$ cat src/rtl/brabd_pkg.sv
package brabd_pkg;

  // Probability scale of the adaptive model.
  localparam int PROB_BITS = 11;
  localparam logic [PROB_BITS:0] PROB_SCALE = (PROB_BITS + 1)'(1) << PROB_BITS;
  localparam int ADAPT_SHIFT = 5;

  // Bit reader limits.
  localparam logic [4:0] TAKE_MAX     = 5'd24;
  localparam logic [6:0] PUSH_LIMIT   = 7'd56;
  localparam logic [6:0] BYTE_BITS    = 7'd8;
  localparam logic [6:0] SEED_BITS    = 7'd32;
  localparam logic [2:0] SEED_BYTES   = 3'd4;
  localparam logic [31:0] LEN_INIT    = 32'hFFFF_FFFF;

  // Command codes of an input item.
  typedef enum logic [2:0] {
    CMD_PUSH   = 3'd0,
    CMD_GET    = 3'd1,
    CMD_PEEK   = 3'd2,
    CMD_DROP   = 3'd3,
    CMD_ALIGN  = 3'd4,
    CMD_REMOVE = 3'd5,
    CMD_START  = 3'd6,
    CMD_DECODE = 3'd7
  } cmd_t;

  // Status codes of a result item.
  typedef enum logic [1:0] {
    ST_OK    = 2'd0,
    ST_SHORT = 2'd1,
    ST_FULL  = 2'd2
  } status_t;

  // Datapath operations issued by the controller.
  typedef enum logic [2:0] {
    DP_IDLE,
    DP_EXEC,
    DP_LATCH,
    DP_TAKE,
    DP_SEED,
    DP_MUL,
    DP_UPD
  } dp_op_t;

  // Controller states.
  typedef enum logic [2:0] {
    S_IDLE,
    S_TAKE,
    S_SEED,
    S_MUL,
    S_UPD
  } fsm_state_t;

  // Status from the datapath to the controller.
  typedef struct packed {
    logic       long_go;
    logic       start_cmd;
    logic [2:0] take_cnt;
    logic [6:0] held;
  } dp_stat_t;

endpackage

$ cat src/rtl/brabd_datapath.sv
module brabd_datapath
  import brabd_pkg::*;
(
  input  logic                 clk,
  input  logic                 rst,
  input  dp_op_t               op,
  input  logic [2:0]           cmd,
  input  logic [7:0]           byte_in,
  input  logic [4:0]           bit_count,
  input  logic [10:0]          prob_in,
  input  logic                 cfg_we,
  input  logic                 cfg_data,
  output dp_stat_t             stat,
  output logic [23:0]          value,
  output logic                 bit_res,
  output logic [10:0]          prob_out,
  output logic [1:0]           status
);

  // Architectural state.
  logic [63:0] bit_buffer, bit_buffer_next;
  logic [6:0]  bits_held, bits_held_next;
  logic [31:0] range_value, range_value_next;
  logic [31:0] range_length, range_length_next;
  logic        stream_final;

  // Working registers of a decode.
  logic [PROB_BITS-1:0] prob_q;
  logic [31:0]          prod;

  // Result register.
  logic [23:0]          res_value, res_value_next;
  logic                 res_bit, res_bit_next;
  logic [10:0]          res_prob, res_prob_next;
  logic [1:0]           res_status, res_status_next;

  cmd_t        cmd_c;
  logic [4:0]  n;
  logic [6:0]  n7;
  logic        can_take_n;
  logic [6:0]  pad_held;
  logic [23:0] top_bits;
  logic [4:0]  sh;
  logic [63:0] shifted;
  logic [2:0]  k;
  logic [6:0]  k_bits;
  logic [6:0]  drop_n;
  logic [PROB_BITS:0] p_sat, p_up, p_dn, p_new, p_clamp;
  logic        dec_bit;
  logic [31:0] len_sh;

  assign cmd_c = cmd_t'(cmd);

  // Clamp the bit count and work out the padded fill for get and peek.
  assign n          = (bit_count > TAKE_MAX) ? TAKE_MAX : bit_count;
  assign n7         = {2'b00, n};
  assign can_take_n = (bits_held >= n7) || stream_final;
  assign pad_held   = (bits_held >= n7) ? bits_held : n7 + ((bits_held - n7) & 7'd7);
  assign top_bits   = bit_buffer[63:40] >> (TAKE_MAX - n);
  assign drop_n     = (n7 > bits_held) ? bits_held : n7;

  // Leading zero bytes of the length give the renormalization byte count.
  always_comb begin
    if (range_length[31:24] != 8'd0) begin
      k = 3'd0;
    end else if (range_length[23:16] != 8'd0) begin
      k = 3'd1;
    end else if (range_length[15:8] != 8'd0) begin
      k = 3'd2;
    end else if (range_length[7:0] != 8'd0) begin
      k = 3'd3;
    end else begin
      k = 3'd4;
    end
  end
  assign k_bits = {1'b0, k, 3'b000};

  // Status toward the controller.
  always_comb begin
    stat.start_cmd = (cmd_c == CMD_START);
    stat.held      = bits_held;
    stat.take_cnt  = (cmd_c == CMD_START) ? SEED_BYTES : k;
    stat.long_go   = ((cmd_c == CMD_START) && ((bits_held >= SEED_BITS) || stream_final)) ||
                     ((cmd_c == CMD_DECODE) && ((bits_held >= k_bits) || stream_final));
  end

  // Shift amount for the short commands.
  always_comb begin
    case (cmd_c)
      CMD_GET:    sh = n;
      CMD_DROP:   sh = drop_n[4:0];
      CMD_ALIGN:  sh = {2'b00, bits_held[2:0]};
      CMD_REMOVE: sh = 5'd8;
      default:    sh = 5'd0;
    endcase
  end
  assign shifted = bit_buffer << sh;

  // Probability saturation, adaptation and clamp.
  assign p_sat   = ({1'b0, prob_in} >= PROB_SCALE) ? PROB_SCALE - 1'b1 : {1'b0, prob_in};
  assign len_sh  = range_length >> PROB_BITS;
  assign dec_bit = (range_value >= prod);
  assign p_up    = {1'b0, prob_q} + ((PROB_SCALE - {1'b0, prob_q}) >> ADAPT_SHIFT);
  assign p_dn    = {1'b0, prob_q} - ({1'b0, prob_q} >> ADAPT_SHIFT);
  assign p_new   = dec_bit ? p_dn : p_up;
  always_comb begin
    if (p_new < (PROB_BITS + 1)'(1)) begin
      p_clamp = (PROB_BITS + 1)'(1);
    end else if (p_new >= PROB_SCALE) begin
      p_clamp = PROB_SCALE - 1'b1;
    end else begin
      p_clamp = p_new;
    end
  end

  // Next state and result per operation.
  always_comb begin
    bit_buffer_next   = bit_buffer;
    bits_held_next    = bits_held;
    range_value_next  = range_value;
    range_length_next = range_length;
    res_value_next    = res_value;
    res_bit_next      = res_bit;
    res_prob_next     = res_prob;
    res_status_next   = res_status;
    unique case (op)
      DP_EXEC: begin
        res_value_next  = 24'd0;
        res_bit_next    = 1'b0;
        res_prob_next   = 11'd0;
        res_status_next = ST_OK;
        case (cmd_c)
          CMD_PUSH: begin
            if (bits_held > PUSH_LIMIT) begin
              res_status_next = ST_FULL;
            end else begin
              bit_buffer_next = bit_buffer | ({byte_in, 56'd0} >> bits_held);
              bits_held_next  = bits_held + BYTE_BITS;
            end
          end
          CMD_GET, CMD_PEEK: begin
            if (!can_take_n) begin
              res_status_next = ST_SHORT;
            end else begin
              res_value_next = top_bits;
              if (cmd_c == CMD_GET) begin
                bit_buffer_next = shifted;
                bits_held_next  = pad_held - n7;
              end else begin
                bits_held_next = pad_held;
              end
            end
          end
          CMD_DROP: begin
            bit_buffer_next = shifted;
            bits_held_next  = bits_held - drop_n;
          end
          CMD_ALIGN: begin
            bit_buffer_next = shifted;
            bits_held_next  = bits_held - {4'd0, bits_held[2:0]};
          end
          CMD_REMOVE: begin
            if (bits_held < BYTE_BITS) begin
              res_status_next = ST_SHORT;
            end else begin
              res_value_next  = {16'd0, bit_buffer[63:56]};
              bit_buffer_next = shifted;
              bits_held_next  = bits_held - BYTE_BITS;
            end
          end
          default: begin
            // Start or decode reach here only when starved.
            res_status_next = ST_SHORT;
          end
        endcase
      end
      DP_TAKE: begin
        // One byte into the decoder; missing bits read as zero.
        range_value_next  = {range_value[23:0], bit_buffer[63:56]};
        range_length_next = range_length << 8;
        bit_buffer_next   = bit_buffer << 8;
        bits_held_next    = (bits_held >= BYTE_BITS) ? bits_held - BYTE_BITS : bits_held;
      end
      DP_SEED: begin
        range_length_next = LEN_INIT;
        res_value_next    = 24'd0;
        res_bit_next      = 1'b0;
        res_prob_next     = 11'd0;
        res_status_next   = ST_OK;
      end
      DP_UPD: begin
        if (dec_bit) begin
          range_value_next  = range_value - prod;
          range_length_next = range_length - prod;
        end else begin
          range_length_next = prod;
        end
        res_value_next  = 24'd0;
        res_bit_next    = dec_bit;
        res_prob_next   = p_clamp[10:0];
        res_status_next = ST_OK;
      end
      DP_IDLE, DP_LATCH, DP_MUL: begin
      end
      default: begin
      end
    endcase
  end

  // State registers.
  always_ff @(posedge clk) begin
    if (rst) begin
      bit_buffer   <= 64'd0;
      bits_held    <= 7'd0;
      range_value  <= 32'd0;
      range_length <= 32'd0;
      stream_final <= 1'b0;
    end else begin
      bit_buffer   <= bit_buffer_next;
      bits_held    <= bits_held_next;
      range_value  <= range_value_next;
      range_length <= range_length_next;
      if (cfg_we) begin
        stream_final <= cfg_data;
      end
    end
  end

  // Payload registers: probability, product and result.
  always_ff @(posedge clk) begin
    if (op == DP_LATCH) begin
      prob_q <= p_sat[PROB_BITS-1:0];
    end
    if (op == DP_MUL) begin
      prod <= 32'({{(32 - PROB_BITS){1'b0}}, prob_q} * len_sh);
    end
    res_value  <= res_value_next;
    res_bit    <= res_bit_next;
    res_prob   <= res_prob_next;
    res_status <= res_status_next;
  end

  assign value    = res_value;
  assign bit_res  = res_bit;
  assign prob_out = res_prob;
  assign status   = res_status;

endmodule

$ cat src/rtl/brabd_ctrl.sv
module brabd_ctrl
  import brabd_pkg::*;
(
  input  logic     clk,
  input  logic     rst,
  input  logic     in_valid,
  input  logic     out_ready,
  input  dp_stat_t stat,
  output logic     in_ready,
  output logic     out_valid,
  output dp_op_t   op
);

  fsm_state_t state, state_next;
  logic [2:0] cnt, cnt_next;
  logic       is_start, is_start_next;
  logic       out_valid_q, out_valid_next;
  logic       load;

  // Accept while idle and the result slot is free or being emptied.
  assign in_ready  = (state == S_IDLE) && (!out_valid_q || out_ready);
  assign out_valid = out_valid_q;

  // Next state and datapath commands.
  always_comb begin
    state_next    = state;
    cnt_next      = cnt;
    is_start_next = is_start;
    op            = DP_IDLE;
    load          = 1'b0;
    unique case (state)
      S_IDLE: begin
        if (in_valid && in_ready) begin
          if (stat.long_go) begin
            op            = DP_LATCH;
            cnt_next      = stat.take_cnt;
            is_start_next = stat.start_cmd;
            state_next    = (stat.take_cnt == 3'd0) ? S_MUL : S_TAKE;
          end else begin
            op   = DP_EXEC;
            load = 1'b1;
          end
        end
      end
      S_TAKE: begin
        op       = DP_TAKE;
        cnt_next = cnt - 3'd1;
        if (cnt == 3'd1) begin
          state_next = is_start ? S_SEED : S_MUL;
        end
      end
      S_SEED: begin
        op         = DP_SEED;
        load       = 1'b1;
        state_next = S_IDLE;
      end
      S_MUL: begin
        op         = DP_MUL;
        state_next = S_UPD;
      end
      S_UPD: begin
        op         = DP_UPD;
        load       = 1'b1;
        state_next = S_IDLE;
      end
      default: begin
        state_next = S_IDLE;
      end
    endcase
    if (load) begin
      out_valid_next = 1'b1;
    end else if (out_valid_q && out_ready) begin
      out_valid_next = 1'b0;
    end else begin
      out_valid_next = out_valid_q;
    end
  end

  // State register.
  always_ff @(posedge clk) begin
    if (rst) begin
      state       <= S_IDLE;
      cnt         <= 3'd0;
      is_start    <= 1'b0;
      out_valid_q <= 1'b0;
    end else begin
      state       <= state_next;
      cnt         <= cnt_next;
      is_start    <= is_start_next;
      out_valid_q <= out_valid_next;
    end
  end

endmodule

$ cat src/rtl/bit_reader_arith_bit_decoder_unit.sv
// Bit reader with an adaptive binary range decoder.
// The input channel (in_valid/in_ready) carries one item: cmd, byte_in,
// bit_count and prob_in. The output channel (out_valid/out_ready) returns
// exactly one result item per input item: value, bit_res, prob_out, status.
// Push, get, peek, drop, align and remove byte, and any starved command,
// finish in the cycle of acceptance; the result is valid on the next cycle.
// Decoder start runs through acceptance, four byte steps and the length
// seed. Decode bit runs through acceptance, k byte steps, where k (0 to 4)
// is the number of renormalization bytes and one byte moves per cycle,
// then the probability multiply is registered before the compare and update.
// A new item is accepted while the block is idle and the result register is
// empty or being read in the same cycle, so short commands run one per cycle.
// When the receiver stalls, the result holds and the next item waits.
// Reset (rst, synchronous) empties the bit buffer, zeroes the decoder state,
// clears stream_final and drops any pending result.
// cfg_we with cfg_data writes stream_final; write it only while idle.
module bit_reader_arith_bit_decoder_unit
  import brabd_pkg::*;
(
  input  logic        clk,
  input  logic        rst,
  input  logic        in_valid,
  output logic        in_ready,
  input  logic [2:0]  cmd,
  input  logic [7:0]  byte_in,
  input  logic [4:0]  bit_count,
  input  logic [10:0] prob_in,
  output logic        out_valid,
  input  logic        out_ready,
  output logic [23:0] value,
  output logic        bit_res,
  output logic [10:0] prob_out,
  output logic [1:0]  status,
  input  logic        cfg_we,
  input  logic        cfg_data
);

  dp_stat_t stat;
  dp_op_t   dp_op;

  // Sequencer.
  brabd_ctrl u_ctrl (
    .clk       (clk),
    .rst       (rst),
    .in_valid  (in_valid),
    .out_ready (out_ready),
    .stat      (stat),
    .in_ready  (in_ready),
    .out_valid (out_valid),
    .op        (dp_op)
  );

  // Bit buffer, decoder state and result register.
  brabd_datapath u_dp (
    .clk       (clk),
    .rst       (rst),
    .op        (dp_op),
    .cmd       (cmd),
    .byte_in   (byte_in),
    .bit_count (bit_count),
    .prob_in   (prob_in),
    .cfg_we    (cfg_we),
    .cfg_data  (cfg_data),
    .stat      (stat),
    .value     (value),
    .bit_res   (bit_res),
    .prob_out  (prob_out),
    .status    (status)
  );

  // A new item is taken only when its result has a free slot.
  a_ready_slot: assert property (@(posedge clk) disable iff (rst)
    in_ready |-> (!out_valid || out_ready))
    else $error("input accepted while the result slot is blocked");

  // The buffer never holds more than 64 bits.
  a_held_range: assert property (@(posedge clk) disable iff (rst)
    stat.held <= 7'd64)
    else $error("bit count of the buffer out of range");

  // Byte steps lead only to more steps, the seed or the multiply.
  a_take_seq: assert property (@(posedge clk) disable iff (rst)
    (dp_op == DP_TAKE) |=> (dp_op == DP_TAKE || dp_op == DP_SEED || dp_op == DP_MUL))
    else $error("byte step left the decode sequence");

  // The multiply is always followed by the update.
  a_mul_upd: assert property (@(posedge clk) disable iff (rst)
    (dp_op == DP_MUL) |=> (dp_op == DP_UPD))
    else $error("update did not follow the multiply");

endmodule
$ cat config.mk
export PLATFORM = sky130hd
export DESIGN_NAME = bit_reader_arith_bit_decoder_unit
export DESIGN_NICKNAME = d
export VERILOG_FILES = /design/src/rtl/brabd_pkg.sv /design/src/rtl/brabd_datapath.sv /design/src/rtl/brabd_ctrl.sv /design/src/rtl/bit_reader_arith_bit_decoder_unit.sv
export SDC_FILE = /design/constraint.sdc
export NUM_CORES = 2
export LEC_CHECK = 0
export BUFFER_PORTS_ARGS = -buffer_cell sky130_fd_sc_hd__buf_2
export CORE_MARGIN = 8
export CORE_UTILIZATION = 34
export DETAILED_ROUTE_END_ITERATION = 10
export SKIP_CTS_REPAIR_TIMING = 1
export SYNTH_ARGS = -nofsm -noshare
export SYNTH_HDL_FRONTEND = slang
export SYNTH_SLANG_ARGS = --single-unit
$ cat constraint.sdc
create_clock -name clk -period 6.73 [get_ports clk]
set_input_delay 0.673 -clock clk [delete_from_list [all_inputs] [get_ports clk]]
set_output_delay 0.673 -clock clk [all_outputs]
set_load 0.05 [all_outputs]
==> flow_summary.json <==
{
  "syn2layout_area_growth_pct": 8.529,
  "die_w_um": 300.1,
  "cts_tree": "yes",
  "yosysMostFrequentCell": "nand2_1",
  "wl_per_cell_um": 21.43,
  "path_class": "reg2reg",
  "initial_core_util_pct": 34.23,
  "clkTransAtPathRegs_ns": 0.06,
  "avgSynthCellArea_um2": 8.114,
  "fmax_ghz": 0.1574,
  "status": "finished, final reports clean",
  "nets": 3708,
  "worst_pin_slew_ns": 1.093,
  "synthArstFlopShare_pct": 0,
  "vdd_drop_max_v": 0.0003482,
  "critical_path.cell_chain": "buf_4 -> nand2_1 -> fa_1 -> fa_1 -> inv_1 -> fa_1 -> fa_1 -> fa_1 -> ha_1 -> a21oi_1 -> nor2b_1 -> or4_1 -> nor3_1 -> o31ai_1 -> and2_1 -> o41a_1 -> a21o_1 -> a21oi_1 -> xnor2_1",
  "ys_seq_area_share_pct": 19.37,
  "cts_made_buffers": 28,
  "io-pin-count": 73,
  "ant_nets": 0,
  "gp_congestion": 0.9936,
  "cp_max_fo": 14,
  "startpoint": "u_dp.prob_q[2]",
  "start_kind": "register",
  "place_ws_ns": 0.4035,
  "fin_crit_ns": 6.352,
  "clk_root_buffer_cell": "clkbuf_16",
  "antenna_found_initial": 0,
  "synth.ff_latch_count": 225,
  "fp.dieH_um": 300.1,
  "grt_pass1_vias": 25269,
  "synthTopCellsByArea": "fa_1, dfxtp_1, mux2i_1",
  "r2r_start": "u_dp.prob_q[2]",
  "route.detailed.drc": 0,
  "place_hpwl_um": 69910,
  "final_cell_area_um2": 29770,
  "clock-sinks": 225,
  "vias": 25602,
  "die_area_um2": 90030,
  "grt_max_degree": 77,
  "cp_slowest_cell": "edfxtp_1",
  "grt_overflow_total": 0,
  "hold_path_class": "in2reg",
  "grt_pass1_wl_um": 148800,
  "crit_top_cell": "fa_1",
  "first_pass_iters": 6,
  "viasPerCell": 5.809,
  "synth_warnings": 0,
  "syn_inst": 3381,
  "drive_above_1_share_pct": 8.336,
  "final.setup.tns_ns": 0,
  "synth_top_area_cell": "fa_1",
  "drv_cap": 0,
  "first_iter_violations": 2630,
  "fp-row-count": 104,
  "syn_nets": 3764,
  "endpoint_kind": "register",
  "setup_slack_ns": 0.3778,
  "h-tree-depth": 1,
  "setup_violations": 0,
  "syn_area_um2": 27430,
  "yosys-top-cells-count": "nand2_1, a21oi_1, mux2i_1, inv_1, nor2_1",
  "synth_edf_count": 81,
  "fin_hold_ws_ns": 0.2745,
  "clk_latency_ns": 0.61,
  "io_buffers": 72,
  "p_leak_nw": 12.41,
  "slew_headroom_pct": 26.97,
  "grt_util_all_layers_pct": 20.39,
  "max_stage_delay_ns": 0.71,
  "fin_crit_sh_pct": 94.39,
  "clock_path_buffers": 3,
  "yosysUniqueCellTypes": 99,
  "crit_arrival_ns": 6.68,
  "yosysTopAreaCellShare_pct": 12.92,
  "wirelength_um": 94450,
  "rsz0062_at_grt": "no",
  "skew_ns": 0.04965,
  "crit_required_ns": 7.05,
  "power.density_nw_per_um2": 457.3,
  "post_dp_cell_area_um2": 28840,
  "fillers": 8380,
  "core_um2": 80160,
  "drv_slew": 0,
  "antenna_cells": 0,
  "min_from": "prob_in[10]",
  "hold_viol": 0,
  "synthFlopType": "dfxtp_1"
}
## metal layers
metal	vias up	GRT usage [%]	wire [µm]
li1	11884	-	-
met1	12207	27.44	40180
met2	1248	32.64	42520
met3	263	3.164	7647
met4	0	8.045	4097
met5	-	0	0
## where the power goes
part / switching [W] / internal, W / leakage, nW
Sequential: 0.000662 / 0.00196 / 1.94
Clock: 0.000659 / 0.000901 / 0.452
Combinational: 0.00596 / 0.00347 / 10.0
## layout make-up
type | count | area [µm²] | share of cell area, %
multi-input combinational | 2669 | 20280 | 68.10
sequential | 225 | 5315 | 17.85
tap | 1060 | 1326 | 4.455
timing repair buffer | 153 | 996.0 | 3.345
inverter | 248 | 930.9 | 3.127
clock buffer | 38 | 790.8 | 2.656
clock inverter | 14 | 138.9 | 0.4665
## flip-flops by register name (all words and copies together), names as in the netlist
signal	cells
u_dp.prob_q	11
u_dp.bits_held	7
u_ctrl.out_valid	1
u_dp.range_value	32
u_dp.prob_out	11
u_ctrl.state	3
u_dp.value	24
u_ctrl.is_start	1
u_dp.stream_final	1
u_dp.range_length	32
u_ctrl.cnt	3
u_dp.status	2
u_dp.prod	32
u_dp.bit_buffer	64
u_dp.bit_res	1
## worst paths after layout
kind,end,slack (ns),cells after the start
max,u_dp.prod[31],0.38,19
min,u_dp.prob_q[10],0.27,1
max reg2reg,u_dp.prod[31],0.38,19
min reg2reg,u_ctrl.state[0],0.44,1
## worst max-delay path: cells and delay by family, from the launching register on
kind / cells / cell delay [ns]
adder cells (fa/ha/maj): 6 / 2.89
AO/OA/AOI/OAI: 5 / 1.11
AND/OR/NAND/NOR: 5 / 0.96
flip-flops: 1 / 0.71
buffers and inverters: 2 / 0.34
XOR/XNOR: 1 / 0.08
## through the flow
step / total power, W / util (%) / cells
floorplan: 0.009128 / - / 3381
global placement: 0.01186 / 35.98 / 4355
detailed placement: 0.01187 / 35.98 / 4355
CTS: 0.01355 / 37.14 / 4407
global route: 0.01477 / 37.14 / 4407
finish: 0.01362 / 37.14 / 4407
## cell families (layout without fill, tap and decap cells)
kind of cell	count (synthesis)	after routing	share of synthesized area, %
AND/OR/NAND/NOR	1018	1018	17.34
AO/OA/AOI/OAI	906	906	21.11
buffers and inverters	487	453	7.183
adder cells (fa/ha/maj)	358	358	21.10
multiplexers	273	273	10.27
flip-flops	225	225	19.37
XOR/XNOR	113	113	3.608
other	1	1	0.01367
## cells in the final DEF, fill, tap and decap left out, types with 78 or more instances in the layout
| cell | Yosys | final |
|---|---|---|
| nand2_1 | 365 | 365 |
| a21oi_1 | 249 | 247 |
| mux2i_1 | 244 | 244 |
| inv_1 | 241 | 241 |
| nor2_1 | 224 | 222 |
| fa_1 | 177 | 177 |
| o21ai_0 | 175 | 175 |
| ha_1 | 173 | 173 |
| dfxtp_1 | 144 | 144 |
| and2_1 | 116 | 116 |
| a211oi_1 | 109 | 109 |
| nor3_1 | 101 | 100 |
| o22ai_1 | 98 | 96 |
| edfxtp_1 | 81 | 81 |
| buf_4 | 6 | 80 |
| xnor2_1 | 79 | 78 |
Note: power is estimated with default switching activity, not from simulation.
